**src/hdl/uirb_pkg.sv**
```systemverilog
`timescale 1ns / 1ps

package uirb_pkg;

    localparam int DATA_W = 8;
    localparam int ACT_W  = 2;

    localparam int DEF_RX_DEPTH = 64;
    localparam int DEF_TX_DEPTH = 64;

    localparam logic [ACT_W-1:0] ACT_PUT   = 2'd0;
    localparam logic [ACT_W-1:0] ACT_GET   = 2'd1;
    localparam logic [ACT_W-1:0] ACT_EVENT = 2'd2;

    typedef enum logic {
        ST_IDLE,
        ST_EXEC
    } t_state;

    // Commands from the controller to the datapath.
    typedef struct packed {
        logic load;
        logic exec;
    } t_dp_cmd;

endpackage

```
**src/hdl/uart_irq_ring_buffers.sv**
```systemverilog
`timescale 1ns / 1ps

// UART ring buffer engine with a receive ring and a transmit ring. Pulse start
// while busy is low to hand in one item (put, get or UART status event); each
// item is handled in two steps, one to read both ring heads from their memories
// and one to update the rings, so busy stays high during the update step after accept.
// Exactly one result appears on the o_ result ports for a single cycle, marked
// by o_strobe, in the cycle in which busy drops; the receiver cannot stall it
// and must capture it then. A new item may be started in the same cycle that the
// previous result is shown. The receive enable register is written through the
// cfg channel, which is always ready and is meant to be used while idle.
module uart_irq_ring_buffers #(
    parameter int RX_DEPTH = uirb_pkg::DEF_RX_DEPTH,
    parameter int TX_DEPTH = uirb_pkg::DEF_TX_DEPTH
) (
    input  logic                        i_clk,
    input  logic                        i_rst_n,
    input  logic                        start,
    output logic                        busy,
    input  logic [uirb_pkg::ACT_W-1:0]  i_action,
    input  logic [uirb_pkg::DATA_W-1:0] i_data_byte,
    input  logic                        i_tx_empty_flag,
    input  logic                        i_rx_full_flag,
    input  logic                        i_cfg_valid,
    output logic                        o_cfg_ready,
    input  logic                        i_cfg_data,
    output logic                        o_strobe,
    output logic                        o_done_res,
    output logic [uirb_pkg::DATA_W-1:0] o_read_byte,
    output logic                        o_uart_write,
    output logic [uirb_pkg::DATA_W-1:0] o_uart_byte,
    output logic                        o_rx_dropped,
    output logic                        o_tx_irq_on
);
    import uirb_pkg::*;

    t_dp_cmd cmd;

    assign o_cfg_ready = 1'b1;

    uirb_ctrl u_ctrl (
        .i_clk    (i_clk),
        .i_rst_n  (i_rst_n),
        .start    (start),
        .busy     (busy),
        .o_cmd    (cmd),
        .o_strobe (o_strobe)
    );

    uirb_dp #(
        .RX_DEPTH (RX_DEPTH),
        .TX_DEPTH (TX_DEPTH)
    ) u_dp (
        .i_clk           (i_clk),
        .i_rst_n         (i_rst_n),
        .i_cmd           (cmd),
        .i_action        (i_action),
        .i_data_byte     (i_data_byte),
        .i_tx_empty_flag (i_tx_empty_flag),
        .i_rx_full_flag  (i_rx_full_flag),
        .i_cfg_we        (i_cfg_valid & o_cfg_ready),
        .i_cfg_data      (i_cfg_data),
        .o_done_res      (o_done_res),
        .o_read_byte     (o_read_byte),
        .o_uart_write    (o_uart_write),
        .o_uart_byte     (o_uart_byte),
        .o_rx_dropped    (o_rx_dropped),
        .o_tx_irq_on     (o_tx_irq_on)
    );

endmodule

```
**src/hdl/uirb_ctrl.sv**
```systemverilog
`timescale 1ns / 1ps

module uirb_ctrl (
    input  logic             i_clk,
    input  logic             i_rst_n,
    input  logic             start,
    output logic             busy,
    output uirb_pkg::t_dp_cmd o_cmd,
    output logic             o_strobe
);
    import uirb_pkg::*;

    t_state  r_state;
    t_state  n_state;
    t_dp_cmd n_cmd;
    logic    r_strobe;

    always_ff @(posedge i_clk) begin
        if (!i_rst_n) begin
            r_state  <= ST_IDLE;
            r_strobe <= 1'b0;
        end else begin
            r_state  <= n_state;
            r_strobe <= n_cmd.exec;
        end
    end

    always_comb begin
        n_state = r_state;
        n_cmd   = '0;
        case (r_state)
            ST_IDLE: begin
                if (start) begin
                    n_cmd.load = 1'b1;
                    n_state    = ST_EXEC;
                end
            end
            ST_EXEC: begin
                n_cmd.exec = 1'b1;
                n_state    = ST_IDLE;
            end
            default: begin
                n_state = ST_IDLE;
            end
        endcase
    end

    assign busy     = (r_state != ST_IDLE);
    assign o_cmd    = n_cmd;
    assign o_strobe = r_strobe;

`ifndef SYNTHESIS
    a_accept_to_exec: assert property (@(posedge i_clk) disable iff (!i_rst_n)
        (start && !busy) |=> (r_state == ST_EXEC))
        else $error("accepted item did not move to execution");
    a_exec_strobe: assert property (@(posedge i_clk) disable iff (!i_rst_n)
        (r_state == ST_EXEC) |=> (r_strobe && r_state == ST_IDLE))
        else $error("execution did not produce exactly one result");
    a_strobe_idle: assert property (@(posedge i_clk) disable iff (!i_rst_n)
        r_strobe |-> !busy)
        else $error("result strobe while busy");
`endif

endmodule

```
**src/hdl/uirb_dp.sv**
```systemverilog
`timescale 1ns / 1ps

module uirb_dp #(
    parameter int RX_DEPTH = uirb_pkg::DEF_RX_DEPTH,
    parameter int TX_DEPTH = uirb_pkg::DEF_TX_DEPTH
) (
    input  logic                          i_clk,
    input  logic                          i_rst_n,
    input  uirb_pkg::t_dp_cmd             i_cmd,
    input  logic [uirb_pkg::ACT_W-1:0]    i_action,
    input  logic [uirb_pkg::DATA_W-1:0]   i_data_byte,
    input  logic                          i_tx_empty_flag,
    input  logic                          i_rx_full_flag,
    input  logic                          i_cfg_we,
    input  logic                          i_cfg_data,
    output logic                          o_done_res,
    output logic [uirb_pkg::DATA_W-1:0]   o_read_byte,
    output logic                          o_uart_write,
    output logic [uirb_pkg::DATA_W-1:0]   o_uart_byte,
    output logic                          o_rx_dropped,
    output logic                          o_tx_irq_on
);
    import uirb_pkg::*;

    localparam int RX_PW = $clog2(RX_DEPTH);
    localparam int TX_PW = $clog2(TX_DEPTH);
    localparam int RX_FW = $clog2(RX_DEPTH + 1);
    localparam int TX_FW = $clog2(TX_DEPTH + 1);

    localparam logic [RX_PW-1:0] RX_LAST = RX_PW'(RX_DEPTH - 1);
    localparam logic [TX_PW-1:0] TX_LAST = TX_PW'(TX_DEPTH - 1);
    localparam logic [RX_FW-1:0] RX_FULL = RX_FW'(RX_DEPTH);
    localparam logic [TX_FW-1:0] TX_FULL = TX_FW'(TX_DEPTH);

    logic [DATA_W-1:0] rx_mem [RX_DEPTH];
    logic [DATA_W-1:0] tx_mem [TX_DEPTH];

    logic [DATA_W-1:0] r_rx_q;
    logic [DATA_W-1:0] r_tx_q;

    logic [RX_PW-1:0] r_rx_head, r_rx_tail, n_rx_head, n_rx_tail;
    logic [TX_PW-1:0] r_tx_head, r_tx_tail, n_tx_head, n_tx_tail;
    logic [RX_FW-1:0] r_rx_fill, n_rx_fill;
    logic [TX_FW-1:0] r_tx_fill, n_tx_fill;
    logic             r_tx_en, n_tx_en;
    logic             r_rx_en;

    logic [ACT_W-1:0]  r_action;
    logic [DATA_W-1:0] r_byte;
    logic              r_tx_empty;
    logic              r_rx_full;

    logic              n_done, n_uart_write, n_dropped;
    logic [DATA_W-1:0] n_read_byte, n_uart_byte;
    logic              rx_we, tx_we;

    logic              r_done, r_uart_write, r_dropped, r_tx_irq_on;
    logic [DATA_W-1:0] r_read_byte, r_uart_byte;

    // Both rings are read at their head every cycle; the data captured at
    // the accept edge is what the following execution cycle consumes.
    always_ff @(posedge i_clk) begin
        r_rx_q <= rx_mem[r_rx_head];
        r_tx_q <= tx_mem[r_tx_head];
        if (rx_we) begin
            rx_mem[r_rx_tail] <= r_byte;
        end
        if (tx_we) begin
            tx_mem[r_tx_tail] <= r_byte;
        end
    end

    always_ff @(posedge i_clk) begin
        if (i_cmd.load) begin
            r_action   <= i_action;
            r_byte     <= i_data_byte;
            r_tx_empty <= i_tx_empty_flag;
            r_rx_full  <= i_rx_full_flag;
        end
        if (i_cmd.exec) begin
            r_done      <= n_done;
            r_read_byte <= n_read_byte;
            r_uart_write <= n_uart_write;
            r_uart_byte <= n_uart_byte;
            r_dropped   <= n_dropped;
            r_tx_irq_on <= n_tx_en;
        end
    end

    always_ff @(posedge i_clk) begin
        if (!i_rst_n) begin
            r_rx_head <= '0;
            r_rx_tail <= '0;
            r_rx_fill <= '0;
            r_tx_head <= '0;
            r_tx_tail <= '0;
            r_tx_fill <= '0;
            r_tx_en   <= 1'b0;
            r_rx_en   <= 1'b1;
        end else begin
            if (i_cmd.exec) begin
                r_rx_head <= n_rx_head;
                r_rx_tail <= n_rx_tail;
                r_rx_fill <= n_rx_fill;
                r_tx_head <= n_tx_head;
                r_tx_tail <= n_tx_tail;
                r_tx_fill <= n_tx_fill;
                r_tx_en   <= n_tx_en;
            end
            if (i_cfg_we) begin
                r_rx_en <= i_cfg_data;
            end
        end
    end

    always_comb begin
        n_rx_head    = r_rx_head;
        n_rx_tail    = r_rx_tail;
        n_rx_fill    = r_rx_fill;
        n_tx_head    = r_tx_head;
        n_tx_tail    = r_tx_tail;
        n_tx_fill    = r_tx_fill;
        n_tx_en      = r_tx_en;
        n_done       = 1'b0;
        n_read_byte  = '0;
        n_uart_write = 1'b0;
        n_uart_byte  = '0;
        n_dropped    = 1'b0;
        rx_we        = 1'b0;
        tx_we        = 1'b0;
        case (r_action)
            ACT_PUT: begin
                if (r_tx_fill != TX_FULL) begin
                    tx_we     = i_cmd.exec;
                    n_tx_tail = (r_tx_tail == TX_LAST) ? '0 : r_tx_tail + 1'b1;
                    n_tx_fill = r_tx_fill + 1'b1;
                    n_tx_en   = 1'b1;
                    n_done    = 1'b1;
                end
            end
            ACT_GET: begin
                if (r_rx_fill != '0) begin
                    n_read_byte = r_rx_q;
                    n_rx_head   = (r_rx_head == RX_LAST) ? '0 : r_rx_head + 1'b1;
                    n_rx_fill   = r_rx_fill - 1'b1;
                    n_done      = 1'b1;
                end
            end
            ACT_EVENT: begin
                if (r_tx_en && r_tx_empty) begin
                    if (r_tx_fill != '0) begin
                        n_uart_byte  = r_tx_q;
                        n_uart_write = 1'b1;
                        n_tx_head    = (r_tx_head == TX_LAST) ? '0 : r_tx_head + 1'b1;
                        n_tx_fill    = r_tx_fill - 1'b1;
                    end
                    // The enable drops as soon as the ring has drained.
                    if (n_tx_fill == '0) begin
                        n_tx_en = 1'b0;
                    end
                end
                if (r_rx_en && r_rx_full) begin
                    if (r_rx_fill != RX_FULL) begin
                        rx_we     = i_cmd.exec;
                        n_rx_tail = (r_rx_tail == RX_LAST) ? '0 : r_rx_tail + 1'b1;
                        n_rx_fill = r_rx_fill + 1'b1;
                    end else begin
                        n_dropped = 1'b1;
                    end
                end
            end
            default: begin
            end
        endcase
    end

    assign o_done_res   = r_done;
    assign o_read_byte  = r_read_byte;
    assign o_uart_write = r_uart_write;
    assign o_uart_byte  = r_uart_byte;
    assign o_rx_dropped = r_dropped;
    assign o_tx_irq_on  = r_tx_irq_on;

`ifndef SYNTHESIS
    a_rx_fill_range: assert property (@(posedge i_clk) disable iff (!i_rst_n)
        r_rx_fill <= RX_FULL)
        else $error("receive fill count beyond ring depth");
    a_tx_fill_range: assert property (@(posedge i_clk) disable iff (!i_rst_n)
        r_tx_fill <= TX_FULL)
        else $error("transmit fill count beyond ring depth");
    a_tx_en_pending: assert property (@(posedge i_clk) disable iff (!i_rst_n)
        r_tx_en |-> (r_tx_fill != '0))
        else $error("transmit interrupt enabled with an empty ring");
    a_drop_on_full: assert property (@(posedge i_clk) disable iff (!i_rst_n)
        (i_cmd.exec && n_dropped) |-> (r_rx_fill == RX_FULL && !rx_we))
        else $error("received byte dropped while ring had room");
`endif

endmodule

```
**config.mk**
```make
export PLATFORM = sky130hd
export DESIGN_NAME = uart_irq_ring_buffers
export DESIGN_NICKNAME = d
export VERILOG_FILES = /design/src/hdl/uirb_pkg.sv /design/src/hdl/uart_irq_ring_buffers.sv /design/src/hdl/uirb_ctrl.sv /design/src/hdl/uirb_dp.sv
export SDC_FILE = /design/constraint.sdc
export NUM_CORES = 1
export LEC_CHECK = 0
export BUFFER_PORTS_ARGS = -buffer_cell sky130_fd_sc_hd__buf_4
export CAP_MARGIN = 15
export CORE_AREA = 10 10 321 261
export CTS_CLUSTER_SIZE = 24
export DETAILED_ROUTE_END_ITERATION = 10
export DIE_AREA = 0 0 331 271
export PLACE_DENSITY = 0.84
export SYNTH_ARGS = -nofsm -noshare
export SYNTH_HDL_FRONTEND = slang
export SYNTH_HIERARCHICAL = 1
export SYNTH_SLANG_ARGS = --single-unit
```
**constraint.sdc**
```tcl
create_clock -name i_clk -period 2.7 [get_ports i_clk]
set_clock_uncertainty 0.15 [all_clocks]
set_input_delay 0.675 -clock i_clk [delete_from_list [all_inputs] [get_ports i_clk]]
set_output_delay 0.675 -clock i_clk [all_outputs]
set_load 0.03 [all_outputs]
```
Yosys cells after proc, flatten, opt, wreduce, memory -nomap -nowiden
Memories as Yosys holds them, arrays and structs flattened. A register that Yosys moved wholly into a read port is not among the register bits.
Cells that the tools add are included.
- reductions and logical operators: 18
- equality and inequality tests: 13
- bitwise logic cells: 1
- multiplexer cells: 36
- add/subtract/negate cells: 8
- operator list (cell ; count):
    7-bit two-way mux ; 8
    7-bit one-hot mux with 2 select lines ; 2
    6-bit by 1-bit adder with 6-bit output, second input constant ; 4
    6-bit equality test, second input constant ; 4
    6-bit two-way mux ; 4
    1-bit two-way mux ; 19
    7-bit by 1-bit adder with 7-bit output, second input constant ; 2
    7-bit inequality test, second input constant ; 2
    7-bit nonzero test ; 2
    7-bit by 1-bit subtractor with 7-bit output, second input constant ; 2
    4-bit AND reduction ; 3
    2-bit by 1-bit inequality test with 1-bit output, second input constant ; 5
    3-bit AND reduction ; 3
    7-bit logical NOT ; 1
    1-bit one-hot mux with 2 select lines ; 3
    2-bit AND reduction ; 3
    5-bit AND reduction ; 1
    2-bit nonzero test ; 2
    2-bit by 1-bit equality test with 1-bit output, second input constant ; 1
    2-bit equality test, second input constant ; 1
    1-bit logical AND ; 2
    2-bit logical NOT ; 1
    1-bit inverter ; 1
- memories: 2
- word-level logic and storage cells: 98
- RAM bits: 1024
- input bits: 17
- register bits after elaboration: 74
- memories (memory ; words ; bits a word ; rd ports ; clocked after memory_dff ; write ports ; RTL line ; source):
    u_dp.rx_mem ; 64 ; 8 ; 1 ; 1 ; 1 ; uirb_dp.sv:35 ; logic [DATA_W-1:0] rx_mem [RX_DEPTH];
    u_dp.tx_mem ; 64 ; 8 ; 1 ; 1 ; 1 ; uirb_dp.sv:36 ; logic [DATA_W-1:0] tx_mem [TX_DEPTH];

Logic depth before layout (Yosys ltp)
- depth in word-level cells: 8
- gate-level depth with buffers: 10
- mapped depth without buffers: 8

Cells and area by module
The synthesis kept the hierarchy.
- modules (own cells, without submodules) (module ; times used ; cells an instance ; sequential area each (µm²) ; area an instance (µm²)):
    uirb_dp ; 1 ; 2198 ; 32831.5 ; 43625.6
    uirb_ctrl ; 1 ; 7 ; 40.0 ; 81.3
    uart_irq_ring_buffers ; 1 ; 2 ; 0.0 ; 11.3

Worst setup path after synthesis
Ideal clock, no wire load.
- kind: register to register
- start: register u_ctrl.r_state, in the netlist u_ctrl/busy
- end: memory u_dp.rx_mem[48][0] (enable)
- cell stages (with the launch flop): 8
- path slack: -0.439 ns
- data arrival time: 2.618 ns
- library setup time: 0.370 ns
- cells stage by stage: dfxtp_1 -> buf_4 -> clkbuf_1 -> inv_1 -> a311oi_2 -> nor2b_1 -> nand3_1 -> nor2_1
- RTL lines (item ; RTL line ; source):
    from (decl) ; uirb_ctrl.sv:13 ; t_state r_state;
    from (signal assigned) ; uirb_ctrl.sv:23 ; r_state <= n_state;
    to (decl) ; uirb_dp.sv:35 ;

Final worst setup path
- start: register u_dp.r_rx_fill[2]
- end: memory u_dp.rx_mem[7][1] (enable)
- cells in the longest elaborated chain, start to end: 6
- ends and longest elaborated chain (item ; RTL line ; source):
    from (decl) ; uirb_dp.sv:43 ; logic [RX_FW-1:0] r_rx_fill, n_rx_fill;
    from (signal assigned) ; uirb_dp.sv:104 ; r_rx_fill <= n_rx_fill;
    7-bit inequality test ; uirb_dp.sv:163 ; if (r_rx_fill != RX_FULL) begin
    1-bit two-way mux ; uirb_dp.sv:163 ;
    1-bit two-way mux ; uirb_dp.sv:162 ; if (r_rx_en && r_rx_full) begin
    1-bit two-way mux ; uirb_dp.sv:131 ; case (r_action)
    1-bit two-way mux ; uirb_dp.sv:65 ; if (rx_we) begin
    1-bit two-way mux (implied by the code) ; uirb_dp.sv:66 ; rx_mem[r_rx_tail] <= r_byte;
Every way passes these cells.

==> metrics <==
share of layout cells above drive strength 1=0.304; main combinational cell family by area after synthesis=multiplexers; Req. time, crit path=2840 ps; Post-Route WL=109,000 µm; GR Util met3=0.0652; Max clock buf depth=3; H-tree depth=3; area share of the largest cell type after synthesis=0.725; Yosys cell types=70; Starting DRT DRC Count=3,905; max cap viols=0; fin crit period=2870 ps; mux cell area share after synthesis=0.151; first-pass GRT wire length=161,000 µm; R2R cell count=5; Worst Hold Class=in2reg; cells after synthesis=2,207; top-level I/O count=40; I/O Buffers=38; Syn. warnings=6; P&R area growth vs syn=14.6%; Crit Path Category=reg2reg; Slew @ Worst Pin=1050 ps; Critical Path Fanout Max=8; unrepaired setup endpoints after global routing=yes; HPWL after DPL=63,800 µm; total clock buffers created by CTS=102; Reg power frac=0.566; Setup-failing EPs final=42; M1 GR Usage=0.345; ranking of synthesized cells by area=edfxtp_1, mux4_2, dfxtp_1; via/cell ratio=6.90; Synth area leader=edfxtp_1; CTS tree=built; async set or reset register ratio after synthesis=0; clock share of power=0.414; Logic pwr share=0.020; CTS Root Cell=clkbuf_16; pre-CTS WS=-70.1 ps; routed length per instance=30.9 µm; CTS Hold Bufs=0; Leak=15.5 nW; achievable clock frequency=349 MHz; drt pass-1 iters=6; slew margin rel.=0.300; Clk Latency, worst-skew pair=680 ps; Core Util, Final=0.652; Final GP Congestion=0.898; final instance area=0.0501 mm²; starting density of the core=0.569; Post-Syn Nets=2,237; met2 Track Usage GR=0.358; Slew Viols, Final=0; GRT Max-Usage Layer=met2; switching share of power=0.204; Die Wd=331 µm; maximum VDD drop=0.507 mV; largest net degree at the start of global routing=129; post-route antenna net violation count=0; #FFs+latches synth=1,114; crit path max-delay cell type=nor2_1; gr ovfl total=0; top-count cell post-synth=edfxtp_1; FP Rows=91; Final Cycle Share=1.06; detailed-route via count=24,300; Synth top cells by count=edfxtp_1, mux4_2, nor2_1; arrival time at the worst endpoint=3010 ps; Synth Area in Compound Gates=0.0320; placed instance area=0.0466 mm²; Worst Setup End Kind=flop; Post-synth EDFFs=1,056; Post-Synth Simple-Gate Area=0.0414; initial antenna violation count=1; core area=0.0769 mm²; Hold Fails Final Rpt=0; P per Cell Area=669 mW/mm²; Crit path largest cell delay=680 ps; Mapped Avg Cell Area=19.8 µm²; register area share after synthesis=0.752; area share of fa/ha/maj cells after synthesis=0.00389; DRC violations left=0; design internal power=26.7 mW; vias in the first global route=24,000; Switch Pwr=6.83 mW; Nets=2,448; Startpoint Class=flop; Clk pin slew, worst setup/hold paths=70 ps; Post-Syn Area=0.0437 mm²; die area=0.0897 mm²; outcome=complete, but fails checks; die height=271 µm; failing checks=setup timing; CTS sink cnt=1,114; total negative slack=-4510 ps; Post-Synth XOR/XNOR Area=0.00401; post-layout worst setup margin=-166 ps; Synth Flop Type=edfxtp_1; cells along the critical path=nor4_1, a311oi_4, nor2b_4, nand2_1, nor2_1; hold depth=1; total track usage=0.240
per-stage QoR:
| stage | total power, mW | hold WS, ps | instances |
|---|---|---|---|
| after global routing | 34.3 | 18.9 | 3525 |
| final | 33.5 | 39.9 | 3527 |
| after floorplan | 19.7 | 292 | 2207 |
| after global placement | 19.9 | 321 | 3325 |
| after detailed placement | 20.0 | 331 | 3325 |
| after CTS | 33.6 | 14.4 | 3513 |
worst paths after layout:
| check | startpoint | end | slack [ps] |
|---|---|---|---|
| worst min register to register | u_dp/r_rx_en | u_dp/r_rx_en | 360 |
| worst max register to register | u_dp/r_rx_fill[2] | u_dp/rx_mem[7][1] | -170 |
| worst max-delay path | u_dp/r_rx_fill[2] | u_dp/rx_mem[7][1] | -170 |
| worst min-delay path | i_data_byte[5] | u_dp/r_byte[5] | 40 |
timing repair:
action                                  4_1_cts  5_1_grt
buffers inserted                              0       12
pin swaps                                     1        1
gates resized for setup                       6       67
endpoints found under the setup margin      126      502
worst max-delay path, delay by kind of cell, from the launching register on:
kind               cells  cell delay, ps
AOI/OAI and AO/OA      1             450
DFF                    1             450
and+or+nand+nor        4            1440
metal layers:
metal | routed length, µm | up-vias
li1 | - | 9457
met1 | 39500 | 12500
met2 | 50400 | 2075
met3 | 15300 | 321
met4 | 3710 | 0
met5 | 0 | -
state kept, by name, summed over array words and instances (netlist names), 2 cells and up:
register and count:
u_dp/r_action 2, u_dp/r_rx_fill 7, u_dp/r_rx_head 6, u_dp/r_rx_q 8
u_dp/r_rx_tail 6, u_dp/r_tx_tail 6, u_dp/rx_mem 512, u_dp/r_tx_fill 7
u_dp/o_read_byte 8, u_dp/r_byte 8, u_dp/r_tx_head 6, u_dp/tx_mem 512
u_dp/o_uart_byte 8, u_dp/r_tx_q 8
power by group through the flow:
stage / Sequential, mW / Combinational (mW) / Clock, mW
2_1_floorplan: 19.5 / 0.175 / 0
3_3_place_gp: 19.3 / 0.610 / 0
3_5_place_dp: 19.3 / 0.646 / 0
4_1_cts: 19.0 / 0.655 / 14.0
5_1_grt: 19.0 / 0.708 / 14.7
6_report: 19.0 / 0.675 / 13.9
final cells by class:
class,instances,area (µm²)
flip-flops and latches,1114,32900
well taps,1023,1280
multi-input cells,954,10500
clock inverters,64,495
fillers,4522,26700
clock buffers,124,2690
diodes,2,5.00
inverters,12,47.5
repair buffers,234,2190
cells in the final DEF (no fill, tap or decap), types with 8 or more instances in the layout:
master / n
o221ai_1: 15
nor2_2: 66
mux2i_1: 75
clkinv_2: 25
nand3b_1: 8
buf_12: 35
nand3_1: 28
mux2_2: 17
a21oi_1: 27
o21ai_0: 14
nor2_4: 13
clkbuf_1: 18
a22o_1: 11
nor2_1: 112
o22ai_1: 9
a31oi_1: 9
inv_1: 9
a211oi_1: 36
xor2_1: 14
buf_4: 199
edfxtp_1: 1056
ha_1: 10
or3_1: 8
clkinv_1: 21
nand2_1: 51
o211ai_1: 14
clkbuf_16: 103
and2_1: 22
nor2b_1: 22
a22oi_1: 14
mux4_2: 245
dfxtp_1: 51
nor3_1: 10
logic make-up (layout without fill, tap and decap cells):
logic type,count (synthesis),after routing
AO/OA/AOI/OAI,192,192
XOR/XNOR,20,20
adder cells (fa/ha/maj),13,13
buffers and inverters,139,434
flip-flops,1114,1114
multiplexers,343,343
other,1,3
AND/OR/NAND/NOR,385,385
Note: power is estimated with default switching activity, not from simulation.
